**src/rtl/core/lscd_pkg.sv**
```systemverilog
// Shared types, constants and helpers for the limited-stock change dispenser.
// Depends on nothing; imported by lscd_div and limited_stock_change_dispenser.
`timescale 1ns / 1ps

package lscd_pkg;

    localparam int NUM_COINS      = 6;
    localparam int AMOUNT_BITS    = 16;
    localparam int SLOT_BITS      = 10;
    localparam int PACK_BITS      = 6 * SLOT_BITS;
    localparam int SLOT_IDX_BITS  = (NUM_COINS > 1) ? $clog2(NUM_COINS) : 1;
    localparam int DIV_CNT_BITS   = $clog2(AMOUNT_BITS + 1);
    localparam int PROD_BITS      = 2 * SLOT_BITS;
    localparam int QCMP_BITS      = (AMOUNT_BITS > SLOT_BITS) ? AMOUNT_BITS : SLOT_BITS;
    localparam int CFG_INDEX_BITS = 2;

    localparam logic [CFG_INDEX_BITS-1:0] REG_COIN_VALUES = CFG_INDEX_BITS'(0);
    localparam logic [CFG_INDEX_BITS-1:0] REG_COIN_STOCKS = CFG_INDEX_BITS'(1);

    localparam logic [SLOT_IDX_BITS-1:0] LAST_SLOT = SLOT_IDX_BITS'(NUM_COINS - 1);

    typedef enum logic [2:0] {
        ST_IDLE,
        ST_START,
        ST_DIV,
        ST_MUL,
        ST_SUB,
        ST_EMIT
    } lscd_state_t;

    typedef struct packed {
        logic                   start;
        logic [AMOUNT_BITS-1:0] dividend;
        logic [SLOT_BITS-1:0]   divisor;
    } div_req_t;

    typedef struct packed {
        logic                   done;
        logic [AMOUNT_BITS-1:0] quotient;
    } div_rsp_t;

    // Pick one 10-bit slot out of a packed register.
    function automatic logic [SLOT_BITS-1:0] slot_field(
        input logic [PACK_BITS-1:0]     packed_reg,
        input logic [SLOT_IDX_BITS-1:0] idx
    );
        slot_field = packed_reg[idx * SLOT_BITS +: SLOT_BITS];
    endfunction

endpackage

```
**src/rtl/core/limited_stock_change_dispenser.sv**
```systemverilog
// After the input beat the sequencer divides, multiplies back and subtracts for each
// slot, top slot first, then gives one result beat per cycle while out_ready.
// A new request is taken only after the last result beat of the one before; the
// shared bit-serial divider, one quotient bit per cycle for each of the six slots,
// sets the pace of each request.
// Reset: asynchronous, active low; clears the sequencer and both configuration
// registers, after which in_ready is high.
`timescale 1ns / 1ps

module limited_stock_change_dispenser
    import lscd_pkg::*;
(
    input  logic                      clk,
    input  logic                      rst_n,
    // Request channel
    input  logic                      in_valid,
    output logic                      in_ready,
    input  logic [AMOUNT_BITS-1:0]    amount_paid,
    input  logic [AMOUNT_BITS-1:0]    item_price,
    // Result channel, one beat per coin slot, slot 0 first
    output logic                      out_valid,
    input  logic                      out_ready,
    output logic [SLOT_BITS-1:0]      coin_value,
    output logic [SLOT_BITS-1:0]      coin_count,
    output logic                      shortfall,
    output logic                      last_coin,
    // Configuration write channel
    input  logic                      cfg_valid,
    output logic                      cfg_ready,
    input  logic [CFG_INDEX_BITS-1:0] cfg_index,
    input  logic [PACK_BITS-1:0]      cfg_data
);

    // ------------------------------------------------------------------
    // Configuration registers. The user must write them only while idle; the
    // block does not enforce it, accepts every beat, and drops unknown indexes.
    // ------------------------------------------------------------------
    logic [PACK_BITS-1:0] coin_values_reg;
    logic [PACK_BITS-1:0] coin_stocks_reg;

    assign cfg_ready = 1'b1;

    always_ff @(posedge clk or negedge rst_n)
    begin
        if (!rst_n)
        begin
            coin_values_reg <= '0;
            coin_stocks_reg <= '0;
        end
        else if (cfg_valid)
        begin
            unique case (cfg_index)
                REG_COIN_VALUES: coin_values_reg <= cfg_data;
                REG_COIN_STOCKS: coin_stocks_reg <= cfg_data;
                default:         ;
            endcase
        end
    end

    // ------------------------------------------------------------------
    // Sequencer state and datapath registers.
    // slot_reg walks from the top slot down during the divides, then is
    // reused as the emit index walking back up from slot 0.
    // ------------------------------------------------------------------
    lscd_state_t              state_reg;
    lscd_state_t              state_next;
    logic [SLOT_IDX_BITS-1:0] slot_reg;
    logic [AMOUNT_BITS-1:0]   rem_reg;
    logic [SLOT_BITS-1:0]     cnt_reg;
    logic [PROD_BITS-1:0]     prod_reg;
    logic [SLOT_BITS-1:0]     slot_counts_reg [NUM_COINS];

    logic                     in_beat;
    logic                     out_beat;
    logic [SLOT_BITS-1:0]     cur_value;
    logic [SLOT_BITS-1:0]     cur_stock;
    logic [SLOT_BITS-1:0]     capped_cnt;
    div_req_t                 div_req;
    div_rsp_t                 div_rsp;

    assign in_beat   = in_valid && in_ready;
    assign out_beat  = out_valid && out_ready;
    assign cur_value = slot_field(coin_values_reg, slot_reg);
    assign cur_stock = slot_field(coin_stocks_reg, slot_reg);

    // Cap the quotient at the slot's stock; a zero denomination gives nothing.
    always_comb
    begin
        if (cur_value == '0)
            capped_cnt = '0;
        else if (QCMP_BITS'(div_rsp.quotient) > QCMP_BITS'(cur_stock))
            capped_cnt = cur_stock;
        else
            capped_cnt = div_rsp.quotient[SLOT_BITS-1:0];
    end

    // Shared divider: remaining change over the current denomination.
    lscd_div u_div (
        .clk   (clk),
        .rst_n (rst_n),
        .req   (div_req),
        .rsp   (div_rsp)
    );

    // Next state
    always_comb
    begin
        state_next = state_reg;
        unique case (state_reg)
            ST_IDLE:  if (in_beat) state_next = ST_START;
            ST_START: state_next = ST_DIV;
            ST_DIV:   if (div_rsp.done) state_next = ST_MUL;
            ST_MUL:   state_next = ST_SUB;
            ST_SUB:   state_next = (slot_reg == '0) ? ST_EMIT : ST_START;
            ST_EMIT:  if (out_beat && slot_reg == LAST_SLOT) state_next = ST_IDLE;
            default:  state_next = ST_IDLE;
        endcase
    end

    // Outputs of the sequencer
    always_comb
    begin
        in_ready         = 1'b0;
        out_valid        = 1'b0;
        div_req.start    = 1'b0;
        div_req.dividend = rem_reg;
        div_req.divisor  = cur_value;
        unique case (state_reg)
            ST_IDLE:  in_ready      = 1'b1;
            ST_START: div_req.start = 1'b1;
            ST_EMIT:  out_valid     = 1'b1;
            default:  ;
        endcase
    end

    always_ff @(posedge clk or negedge rst_n)
    begin
        if (!rst_n)
        begin
            state_reg <= ST_IDLE;
            slot_reg  <= '0;
            rem_reg   <= '0;
        end
        else
        begin
            state_reg <= state_next;
            unique case (state_reg)
                ST_IDLE:
                begin
                    // Change owed, clamped at zero when underpaid.
                    if (in_beat)
                    begin
                        rem_reg  <= (amount_paid > item_price) ? amount_paid - item_price : '0;
                        slot_reg <= LAST_SLOT;
                    end
                end
                ST_SUB:
                begin
                    // prod never exceeds the remainder, so the narrow subtract is exact.
                    rem_reg <= rem_reg - AMOUNT_BITS'(prod_reg);
                    if (slot_reg != '0)
                        slot_reg <= slot_reg - 1'b1;
                end
                ST_EMIT:
                begin
                    if (out_beat && slot_reg != LAST_SLOT)
                        slot_reg <= slot_reg + 1'b1;
                end
                default: ;
            endcase
        end
    end

    // Count capture, product and per-slot count store: payload, no reset.
    always_ff @(posedge clk)
    begin
        if (state_reg == ST_DIV && div_rsp.done)
            cnt_reg <= capped_cnt;
        if (state_reg == ST_MUL)
        begin
            prod_reg                  <= cnt_reg * cur_value;
            slot_counts_reg[slot_reg] <= cnt_reg;
        end
    end

    // Result beat: fields held from registers while out_valid waits.
    assign coin_value = cur_value;
    assign coin_count = slot_counts_reg[slot_reg];
    assign shortfall  = rem_reg != '0;
    assign last_coin  = slot_reg == LAST_SLOT;

`ifndef SYNTHESIS
    // Request and result channels are never open at the same time.
    assert property (@(posedge clk) disable iff (!rst_n) !(in_ready && out_valid))
        else $error("in_ready and out_valid high together");

    // An accepted request always starts the divide sequence at the top slot.
    assert property (@(posedge clk) disable iff (!rst_n)
        in_beat |=> (state_reg == ST_START && slot_reg == LAST_SLOT))
        else $error("request did not start at the top slot");

    // The divider only reports completion while the sequencer waits for it.
    assert property (@(posedge clk) disable iff (!rst_n) div_rsp.done |-> state_reg == ST_DIV)
        else $error("divider done outside divide wait");
`endif

endmodule

```
**src/rtl/core/lscd_div.sv**
```systemverilog
// Restoring divider, one quotient bit per cycle while busy, AMOUNT_BITS quotient bits per divide.
// Depends on lscd_pkg for widths and the request/response structs.
`timescale 1ns / 1ps

module lscd_div
    import lscd_pkg::*;
(
    input  logic     clk,
    input  logic     rst_n,
    input  div_req_t req,
    output div_rsp_t rsp
);

    logic                    busy_reg;
    logic                    done_reg;
    logic [DIV_CNT_BITS-1:0] cnt_reg;
    logic [SLOT_BITS-1:0]    part_reg;
    logic [SLOT_BITS-1:0]    divisor_reg;
    logic [AMOUNT_BITS-1:0]  quo_reg;

    logic [SLOT_BITS:0]      trial;
    logic [SLOT_BITS:0]      diff;
    logic                    ge;

    assign trial = {part_reg, quo_reg[AMOUNT_BITS-1]};
    assign ge    = trial >= {1'b0, divisor_reg};
    assign diff  = trial - {1'b0, divisor_reg};

    // Control: count down the quotient bits, pulse done at the end.
    always_ff @(posedge clk or negedge rst_n)
    begin
        if (!rst_n)
        begin
            busy_reg <= 1'b0;
            done_reg <= 1'b0;
            cnt_reg  <= '0;
        end
        else
        begin
            done_reg <= 1'b0;
            if (req.start)
            begin
                busy_reg <= 1'b1;
                cnt_reg  <= DIV_CNT_BITS'(AMOUNT_BITS);
            end
            else if (busy_reg)
            begin
                cnt_reg <= cnt_reg - 1'b1;
                if (cnt_reg == DIV_CNT_BITS'(1))
                begin
                    busy_reg <= 1'b0;
                    done_reg <= 1'b1;
                end
            end
        end
    end

    // Datapath: shift the dividend out, the quotient in.
    always_ff @(posedge clk)
    begin
        if (req.start)
        begin
            part_reg    <= '0;
            divisor_reg <= req.divisor;
            quo_reg     <= req.dividend;
        end
        else if (busy_reg)
        begin
            part_reg <= ge ? diff[SLOT_BITS-1:0] : trial[SLOT_BITS-1:0];
            quo_reg  <= {quo_reg[AMOUNT_BITS-2:0], ge};
        end
    end

    assign rsp.done     = done_reg;
    assign rsp.quotient = quo_reg;

endmodule
```
**config.mk**
```make
export PLATFORM = sky130hd
export DESIGN_NAME = limited_stock_change_dispenser
export DESIGN_NICKNAME = d
export VERILOG_FILES = /design/src/rtl/core/lscd_pkg.sv /design/src/rtl/core/limited_stock_change_dispenser.sv /design/src/rtl/core/lscd_div.sv
export SDC_FILE = /design/constraint.sdc
export NUM_CORES = 1
export LEC_CHECK = 0
export ABC_CLOCK_PERIOD_IN_PS = 7190
export BUFFER_PORTS_ARGS = -buffer_cell sky130_fd_sc_hd__buf_2
export CORE_MARGIN = 2
export CORE_UTILIZATION = 35
export DETAILED_ROUTE_END_ITERATION = 6
export GPL_TIMING_DRIVEN = 1
export PLACE_DENSITY = 0.62
export SETUP_SLACK_MARGIN = 0.5
export SYNTH_ARGS = -nofsm -noshare
export SYNTH_HDL_FRONTEND = slang
export SYNTH_SLANG_ARGS = --single-unit
```
**constraint.sdc**
```tcl
create_clock -name clk -period 7.19 [get_ports clk]
set_clock_uncertainty 0.2 [all_clocks]
set_input_delay 2.157 -clock clk [delete_from_list [all_inputs] [get_ports clk]]
set_output_delay 2.157 -clock clk [all_outputs]
set_load 0.05 [all_outputs]
```
# Word-level counts from Yosys, hierarchy flattened
# Memory sizes are Yosys's and may differ from the RTL's.
# Cells that the tools add are included.
# Widths: inputs -> output; s select.
[totals] n_memories=1 rom_bits=0 output_inout_bits=25 elab_cells=89 mem_bits_rw=60 latch_bits=0 regBits=211
[classes] multipliers=2 shift=2 n_mux=29 n_lt_le_gt_ge=3 reduce_logical=19 n_bitwise=0 n_div=0 add_sub_neg=6 eq_ne=14
[mem_list] name="slot_counts_reg" words=6 word_bits=10 rd=1 rd_clocked_by_memory_dff=0 write_ports=1 line="limited_stock_change_dispenser.sv:71" text="logic [SLOT_BITS-1:0] slot_counts_reg [NUM_COINS];"
[ops] operator="$shiftx 60x8->10" count=2
[ops] operator="$mux 16" count=4
[ops] operator="$pmux 16 s2" count=1
[ops] operator="$sub 16x16->16" count=2
[ops] operator="$mux 3" count=7
[ops] operator="$mux 10" count=2
[ops] operator="$pmux 3 s6" count=1
[ops] operator="$gt 16x10->1" count=1
[ops] operator="$gt 16x16->1" count=1
[ops] operator="$mul 10x10->16" count=1
[ops] operator="$reduce_bool 16->1" count=1
[ops] operator="$ge 11x10->1" count=1
[ops] operator="$mux 1" count=11
[ops] operator="$logic_not 10->1" count=1
[ops] operator="$mux 5" count=2
[ops] operator="$sub 10x10->10" count=1
[ops] operator="$eq 3x3->1 const B" count=3
[ops] operator="$pmux 3 s3" count=1
[ops] operator="$ne 2x2->1 const B" count=4
[ops] operator="$eq 3x2->1 const B" count=2
[ops] operator="$logic_not 3->1" count=2
[ops] operator="$mul 3x3->6 const B" count=1
[ops] operator="$reduce_and 2->1" count=3
[ops] operator="$reduce_bool 3->1" count=2
[ops] operator="other kinds (13)" count=18

# Logic depth before layout (Yosys ltp)
# Gate-level depths: netlist (run 1).
[depth] ltp_word=6 ltp_mapped=25 mapped_depth_nobuf=21

# Hierarchy
# Synthesis (run 1) repeated with hierarchy kept, for this count alone.
[unflattened] cells_unflattened=1433 area_unflattened_um2=16579.7
[by_module_without_submodules] mod="limited_stock_change_dispenser" n_inst=1 seq_area_each_um2=6135.9 cells_each=1246 area_each_um2=14338.8
[by_module_without_submodules] mod="lscd_div" n_inst=1 seq_area_each_um2=1156.1 cells_each=187 area_each_um2=2240.9

# Worst setup path after synthesis (run 1)
# No wires, ideal clock.
[synth_timing] path_type="register to register" startpoint="register slot_reg[0]" endpoint="register prod_reg[15], data pin" required_time_ns=6.730 n_path_buf=4 path_stages_with_launch=26 setup_ns=0.260 t_arrival_ns=5.579 slack_ns=1.151 synth_period_minus_slack_ns=6.039 cell_sequence="dfrtp_1 > buf_6 > buf_6 > buf_4 > mux4_2 > nand2_1 > o21ai_1 > clkbuf_1 > nand2_1 > fa_1 > inv_1 > fa_1 > inv_1 > fa_1 > inv_1 > fa_1 > inv_1 > fa_1 > inv_1 > ha_1 > o21ai_0 > a21oi_1 > a311oi_1 > a21oi_1 > a31oi_1 > xnor2_1"
[synth_lines] element="start: declaration" line="limited_stock_change_dispenser.sv:67" text="logic [SLOT_IDX_BITS-1:0] slot_reg;"
[synth_lines] element="start signal: assignment" line="limited_stock_change_dispenser.sv:162" text="slot_reg <= slot_reg - 1'b1;"
[synth_lines] element="start signal: assignment" line="limited_stock_change_dispenser.sv:167" text="slot_reg <= slot_reg + 1'b1;"
[synth_lines] element="end signal: assignment" line="limited_stock_change_dispenser.sv:181" text="prod_reg <= cnt_reg * cur_value;"
[synth_lines] element="end: declaration" line="limited_stock_change_dispenser.sv:70" text="logic [PROD_BITS-1:0] prod_reg;"

# Final worst setup path (run 1)
[layout_timing] startpoint="register slot_reg[1]" endpoint="register prod_reg[15], data pin"
[layout_via] elab_chain_len=3
[layout_lines] element="$mul 3x3->6" line="lscd_pkg.sv:47" text="slot_field = packed_reg[idx * SLOT_BITS +: SLOT_BITS];"
[layout_lines] element="$shiftx 60x8->10" line="lscd_pkg.sv:47"
[layout_lines] element="$mul 10x10->16" line="limited_stock_change_dispenser.sv:181"
# No other way between the ends.
# A chain may end at the register's enable or synchronous reset.

==> flow_metrics.py, run 1 <==
metrics = {
    "grt": {
        "antenna_found_initial": 0,
        "grtUsageTotal_pct": 16.8,
        "gr-total-overflow": 0,
        "grt_pass1_wl_um": 66000,
        "grt_max_degree": 112,
        "grt_pass1_vias": 11700,
    },
    "finish": {
        "final_nets": 1807,
        "diodes": 0,
        "final_common_cell": "dfrtp_1",
        "drive_gt1_share_pct": 24.6,
        "fillers": 4455,
        "area_delta_synth_final_pct": 14.5,
        "final_cell_area_sq_um": 19000,
        "mostFrequentLayoutCells": "dfrtp_1, nand2_1, inv_1",
    },
    "sta": {
        "setup_ws_ns": 0.873,
        "finalHoldViolations": 0,
        "setup_tns_ns": 0,
        "worst_slew_pin_slew_ns": 1.12,
        "rsz0062_at_grt": "no",
        "setup_violations": 0,
        "slew_headroom_pct": 25.0,
        "min_period_ns": 6.32,
        "fin_crit_sh_pct": 87.9,
        "finalMaxSlewViolations": 0,
        "fmax_mhz": 158,
        "holdWs_ns": 0.278,
    },
    "worst_setup_path": {
        "startpoint_type": "flip-flop",
        "cp_common_cell": "fa_1",
        "crit_required_ns": 7.31,
        "slowest_delay_ns": 0.65,
        "crit_chain": "buf_4 > mux4_2 > nand2_1 > o21ai_1 > buf_4 > nand2_1 > fa_1 > fa_1 > inv_1 > fa_1 > fa_1 > inv_1 > fa_1 > inv_1 > ha_1 > a21oi_1 > nor2b_1 > a311oi_2 > a21oi_1 > a31oi_1 > xnor2_1",
        "cp_data_arrival_time_ns": 6.44,
        "crit_fanout": 11,
        "critPathKind": "flip-flop to flip-flop",
        "critPathTopFamily": "adder cells",
        "critPathBufInv": 5,
        "crit_slowest_cell": "dfrtp_1",
        "crit_path_end_kind": "flip-flop",
    },
    "synth": {
        "ys_ff_latch": 271,
        "postSynthAreaPerCell_sq_um": 11.5,
        "synth_enable_flop_cells": 112,
        "synth_top_cell_by_area": "dfrtp_1",
        "synth_top_family_by_area": "multiplexers",
        "synth_cell_types": 73,
        "synth_nets": 1700,
        "synthXorXnorAreaFrac_pct": 2.85,
        "syn_area_sq_um": 16600,
        "synth-async-reset-ratio_pct": 55.0,
        "synth_top_area_share_pct": 22.5,
        "synthFlopType": "dfrtp_1",
        "synth_adder_area_share_pct": 14.2,
        "yosysWarnings": 0,
        "synthMuxAreaShare_pct": 14.6,
        "synthSimpleGateAreaFrac_pct": 10.6,
        "synth-compound-area-share_pct": 8.68,
        "synth-seq-area-share_pct": 43.9,
        "synthCells": 1449,
        "synthTopCellsByArea": "dfrtp_1, edfxtp_1, mux2_2, fa_1, ha_1",
    },
    "status": {
        "status": "finished, violations left",
        "violations": "design-rule violations",
    },
    "placement": {
        "pre_cts_slack_ns": 0.770,
        "dpl.hpwl_um": 30700,
        "place_area_sq_um": 17800,
        "gp_routability_congestion": 0.859,
        "portBuffers": 122,
    },
    "hold_path": {
        "hold_path.class": "flip-flop to flip-flop",
    },
    "floorplanning": {
        "dieArea_sq_um": 49200,
        "fp-row-count": 79,
        "pin_count": 124,
        "die_y_um": 222,
        "die_x_um": 222,
        "core_sq_um": 46700,
        "start_util_pct": 35.6,
    },
    "clocking": {
        "cts_root_buf": "clkbuf_16",
        "cts_buffers": 30,
        "cts_tree": "built",
        "clk_path_buf_depth": 3,
        "cts.sinks": 271,
        "clk_latency_ns": 0.60,
        "cts.reportedPaths.clkPinSlew_ns": 0.07,
        "ctsHtreeMaxLevel": 1,
    },
    "routing": {
        "vias_per_cell": 5.17,
        "wl_per_cell_um": 19.0,
        "drt_iter0_drc": 636,
        "drtPass1Iterations": 7,
        "ant_nets": 0,
        "wirelength_um": 41400,
        "num_vias": 11300,
        "drc_errors": 1,
    },
    "run": {
        "max_cap_violations": 0,
    },
}
==> cell usage after synthesis (all sizes together), types with 4 or more instances <==
| master | count |
|---|---|
| a211oi | 7 |
| a21boi | 4 |
| a21o | 15 |
| a21oi | 67 |
| a221oi | 11 |
| a31oi | 6 |
| and2 | 55 |
| and2b | 7 |
| and3 | 5 |
| buf | 35 |
| clkbuf | 37 |
| dfrtp | 149 |
| dfxtp | 10 |
| edfxtp | 112 |
| fa | 61 |
| ha | 91 |
| inv | 130 |
| mux2 | 123 |
| mux2i | 37 |
| mux4 | 30 |
| nand2 | 130 |
| nand2b | 5 |
| nand3 | 16 |
| nand4 | 8 |
| nor2 | 75 |
| nor2b | 13 |
| nor3 | 15 |
| nor4 | 8 |
| o21a | 11 |
| o21ai | 62 |
| or3 | 9 |
| or4 | 4 |
| xnor2 | 44 |
| xor2 | 10 |
==> worst paths after layout <==
kind                            slack [ns]  cells past startpoint                      startpoint                              end
worst min register to register        0.28                      2  u_div.part_reg[9]$_SDFFE_PP0P_   u_div.part_reg[9]$_SDFFE_PP0P_
max in group asynchronous             4.07                      2                           rst_n           rem_reg[7]$_DFFE_PN0P_
worst max register to register        0.87                     21         slot_reg[1]$_DFFE_PN0P_           prod_reg[15]$_DFFE_PP_
worst min-delay path                  0.28                      2  u_div.part_reg[9]$_SDFFE_PP0P_   u_div.part_reg[9]$_SDFFE_PP0P_
worst max-delay path                  0.87                     21         slot_reg[1]$_DFFE_PN0P_           prod_reg[15]$_DFFE_PP_
min in group asynchronous             1.52                      1                           rst_n  coin_stocks_reg[19]$_DFFE_PN0P_
==> worst min-delay path, delay by kind of cell, from the launching register on <==
family           cells  cell delay, ns
AO/OA/AOI/OAI        1            0.06
flip-flops           1            0.31
AND/OR/NAND/NOR      1            0.06
==> what timing repair did <==
item	CTS	global route
resized for setup	0	4
hold buffers	0	0
setup endpoints to repair	0	1
buffers inserted	0	1
==> per-stage QoR <==
| step | instances | util (%) |
|---|---|---|
| after CTS | 2186 | 40.7 |
| after detailed placement | 2130 | 38.2 |
| after global routing | 2187 | 40.7 |
| final | 2187 | 40.7 |
| after floorplan | 1449 | - |
| after global placement | 2130 | 38.2 |
==> per-layer routing <==
layer | vias to the layer above | global-route usage (%) | wire, um
li1 | 5291 | - | -
met1 | 5661 | 22.0 | 18200
met2 | 279 | 29.1 | 20400
met3 | 71 | 2.25 | 1740
met4 | 0 | 4.88 | 1130
met5 | - | 0 | 0
==> kinds of logic (layout without fill, tap and decap cells) <==
kind of cell,after synthesis,in the layout
other,1,1
adder cells (fa/ha/maj),152,152
flip-flops,271,271
XOR/XNOR,54,54
buffers and inverters,203,334
multiplexers,190,190
AO/OA/AOI/OAI,216,216
AND/OR/NAND/NOR,362,362
==> final cells by class <==
cell class | count | area [sq um] | share of cell area (%)
clock inverters | 23 | 354 | 1.86
repair buffers | 147 | 825 | 4.34
flip-flops and latches | 271 | 7300 | 38.4
inverters | 131 | 494 | 2.60
multi-input cells | 975 | 8490 | 44.7
well taps | 607 | 759 | 4.00
clock buffers | 33 | 792 | 4.17
Power of run 1 is not shown: default switching activity piles up to over one toggle a cycle in this logic, so the estimate is an artifact.
==> run 2: changes to the inputs <==
--- a/config.mk
+++ b/config.mk
@@ -11,7 +11,7 @@
 export CORE_UTILIZATION = 35
 export DETAILED_ROUTE_END_ITERATION = 6
 export GPL_TIMING_DRIVEN = 1
-export PLACE_DENSITY = 0.62
+export PLACE_DENSITY = 0.61
 export SETUP_SLACK_MARGIN = 0.5
 export SYNTH_ARGS = -nofsm -noshare
 export SYNTH_HDL_FRONTEND = slang
==> flow_metrics.py, run 2 (synthesized netlist as in run 1, its figures left out) <==
metrics = {
    "status": {
        "status": "finished, violations left",
        "violations": "design-rule violations",
    },
    "worst_setup_path": {
        "r2r-end": "prod_reg[15]$_DFFE_PP_",
        "startpoint_type": "flip-flop",
        "crit_fanout": 36,
        "crit_path_end_kind": "flip-flop",
        "reg2reg_slack_ns": 0.83,
        "reg2reg_depth": 21,
        "cp_common_cell": "fa_1",
        "critPathTopFamily": "adder cells",
        "cp_data_arrival_time_ns": 6.48,
        "crit_slowest_cell": "dfrtp_4",
        "crit_chain": "buf_4 > mux2i_1 > o21ai_1 > buf_4 > and2_1 > fa_1 > fa_1 > inv_1 > fa_1 > inv_1 > fa_1 > inv_1 > fa_1 > inv_1 > ha_1 > o21ai_0 > a21oi_1 > a311oi_1 > a21oi_1 > a31oi_1 > xnor2_1",
        "rr_startpoint": "slot_reg[0]$_DFFE_PN0P_",
        "critPathKind": "flip-flop to flip-flop",
        "critPathBufInv": 6,
        "crit_required_ns": 7.32,
        "slowest_delay_ns": 0.80,
    },
    "run": {
        "max_cap_violations": 0,
    },
    "floorplanning": {
        "die_y_um": 222,
        "dieArea_sq_um": 49200,
        "pin_count": 124,
        "start_util_pct": 35.6,
        "fp-row-count": 79,
        "core_sq_um": 46700,
        "die_x_um": 222,
    },
    "placement": {
        "place_area_sq_um": 17900,
        "portBuffers": 122,
        "gp_routability_congestion": 0.838,
        "dpl.hpwl_um": 31000,
    },
    "sta": {
        "fin_crit_sh_pct": 88.4,
        "finalMaxSlewViolations": 0,
        "setup_tns_ns": 0,
        "worst_slew_pin_slew_ns": 1.14,
        "min_period_ns": 6.36,
        "setup_violations": 0,
        "holdWs_ns": 0.265,
        "slew_headroom_pct": 23.8,
        "fmax_mhz": 157,
        "finalHoldViolations": 0,
        "rsz0062_at_grt": "no",
    },
    "finish": {
        "final_common_cell": "dfrtp_1",
        "area_delta_synth_final_pct": 13.9,
        "diodes": 0,
        "fillers": 4434,
        "final_nets": 1809,
        "drive_gt1_share_pct": 24.1,
        "final_cell_area_sq_um": 18900,
        "mostFrequentLayoutCells": "dfrtp_1, nand2_1, inv_1",
        "final_util_pct": 40.5,
    },
    "routing": {
        "wl_per_cell_um": 19.0,
        "drtPass1Iterations": 6,
        "vias_per_cell": 5.16,
        "num_vias": 11300,
        "wirelength_um": 41500,
        "drc_errors": 1,
        "ant_nets": 0,
        "drt_iter0_drc": 634,
    },
    "grt": {
        "grtUsageTotal_pct": 16.8,
        "grt_pass1_vias": 11600,
        "gr-total-overflow": 0,
        "grt_pass1_wl_um": 65600,
        "antenna_found_initial": 2,
        "grt_max_degree": 104,
    },
    "clocking": {
        "cts_buffers": 30,
        "clk_latency_ns": 0.58,
        "cts.sinks": 271,
        "cts_setup_buffers": 0,
        "cts_root_buf": "clkbuf_16",
        "ctsHtreeMaxLevel": 1,
        "clk_path_buf_depth": 3,
        "postCtsHoldBufs": 0,
        "cts_tree": "built",
        "cts.reportedPaths.clkPinSlew_ns": 0.06,
    },
    "hold_path": {
        "hp-start": "u_div.part_reg[9]$_SDFFE_PP0P_",
        "hold_path.class": "flip-flop to flip-flop",
        "hold_end": "u_div.part_reg[9]$_SDFFE_PP0P_",
        "hold_depth": 2,
    },
}
-- run 2: layout make-up --
class,instances,area (sq um),area share [%]
Sequential cell,271,7300,38.6
Multi-Input combinational cell,975,8500,45.0
Tap cell,607,759,4.02
Inverter,131,492,2.60
Clock inverter,10,183,0.966
Timing Repair Buffer,149,820,4.34
Clock buffer,43,850,4.49
-- run 2: stage by stage --
stage / setup slack, ns / cells
after global placement: 0.892 / 2133
after global routing: 0.524 / 2186
final: 0.835 / 2186
after CTS: 0.785 / 2186
after detailed placement: 0.803 / 2133
after floorplan: 1.15 / 1449
-- run 2: worst max path at each step --
stage,startpoint,endpoint,slack (ns),cells past startpoint
3_3_place_gp,slot_reg[0]$_DFFE_PN0P_,prod_reg[15]$_DFFE_PP_,0.89,20
3_5_place_dp,slot_reg[0]$_DFFE_PN0P_,prod_reg[15]$_DFFE_PP_,0.80,20
4_1_cts,slot_reg[0]$_DFFE_PN0P_,prod_reg[15]$_DFFE_PP_,0.78,20
2_1_floorplan,slot_reg[0]$_DFFE_PN0P_,prod_reg[15]$_DFFE_PP_,1.15,25
5_1_grt,slot_reg[0]$_DFFE_PN0P_,prod_reg[15]$_DFFE_PP_,0.52,22
6_report,slot_reg[0]$_DFFE_PN0P_,prod_reg[15]$_DFFE_PP_,0.83,21
-- run 2: metal layers --
layer | global-route usage (%) | up-vias | routed length, um
met5 | 0 | - | 23
met1 | 22.0 | 5595 | 17800
met3 | 2.93 | 79 | 2320
met2 | 28.1 | 284 | 19800
li1 | - | 5308 | -
met4 | 6.06 | 4 | 1550
-- run 2: what timing repair did --
action | 4_1_cts | 5_1_grt
endpoints found under the setup margin | 0 | 1
resized for setup | 0 | 3
hold endpoints to repair | 0 | 0
-- run 2: worst reg2reg max path, cell delays in order (launching register included) --
cell	delay, ns
dfrtp_4	0.80
buf_4	0.30
mux2i_1	0.39
o21ai_1	0.10
buf_4	0.19
and2_1	0.19
fa_1	0.44
fa_1	0.49
inv_1	0.05
fa_1	0.52
inv_1	0.05
fa_1	0.47
inv_1	0.05
fa_1	0.47
inv_1	0.04
ha_1	0.32
o21ai_0	0.09
a21oi_1	0.08
a311oi_1	0.40
a21oi_1	0.17
a31oi_1	0.21
xnor2_1	0.08
Power of run 2 is left out for the same reason.
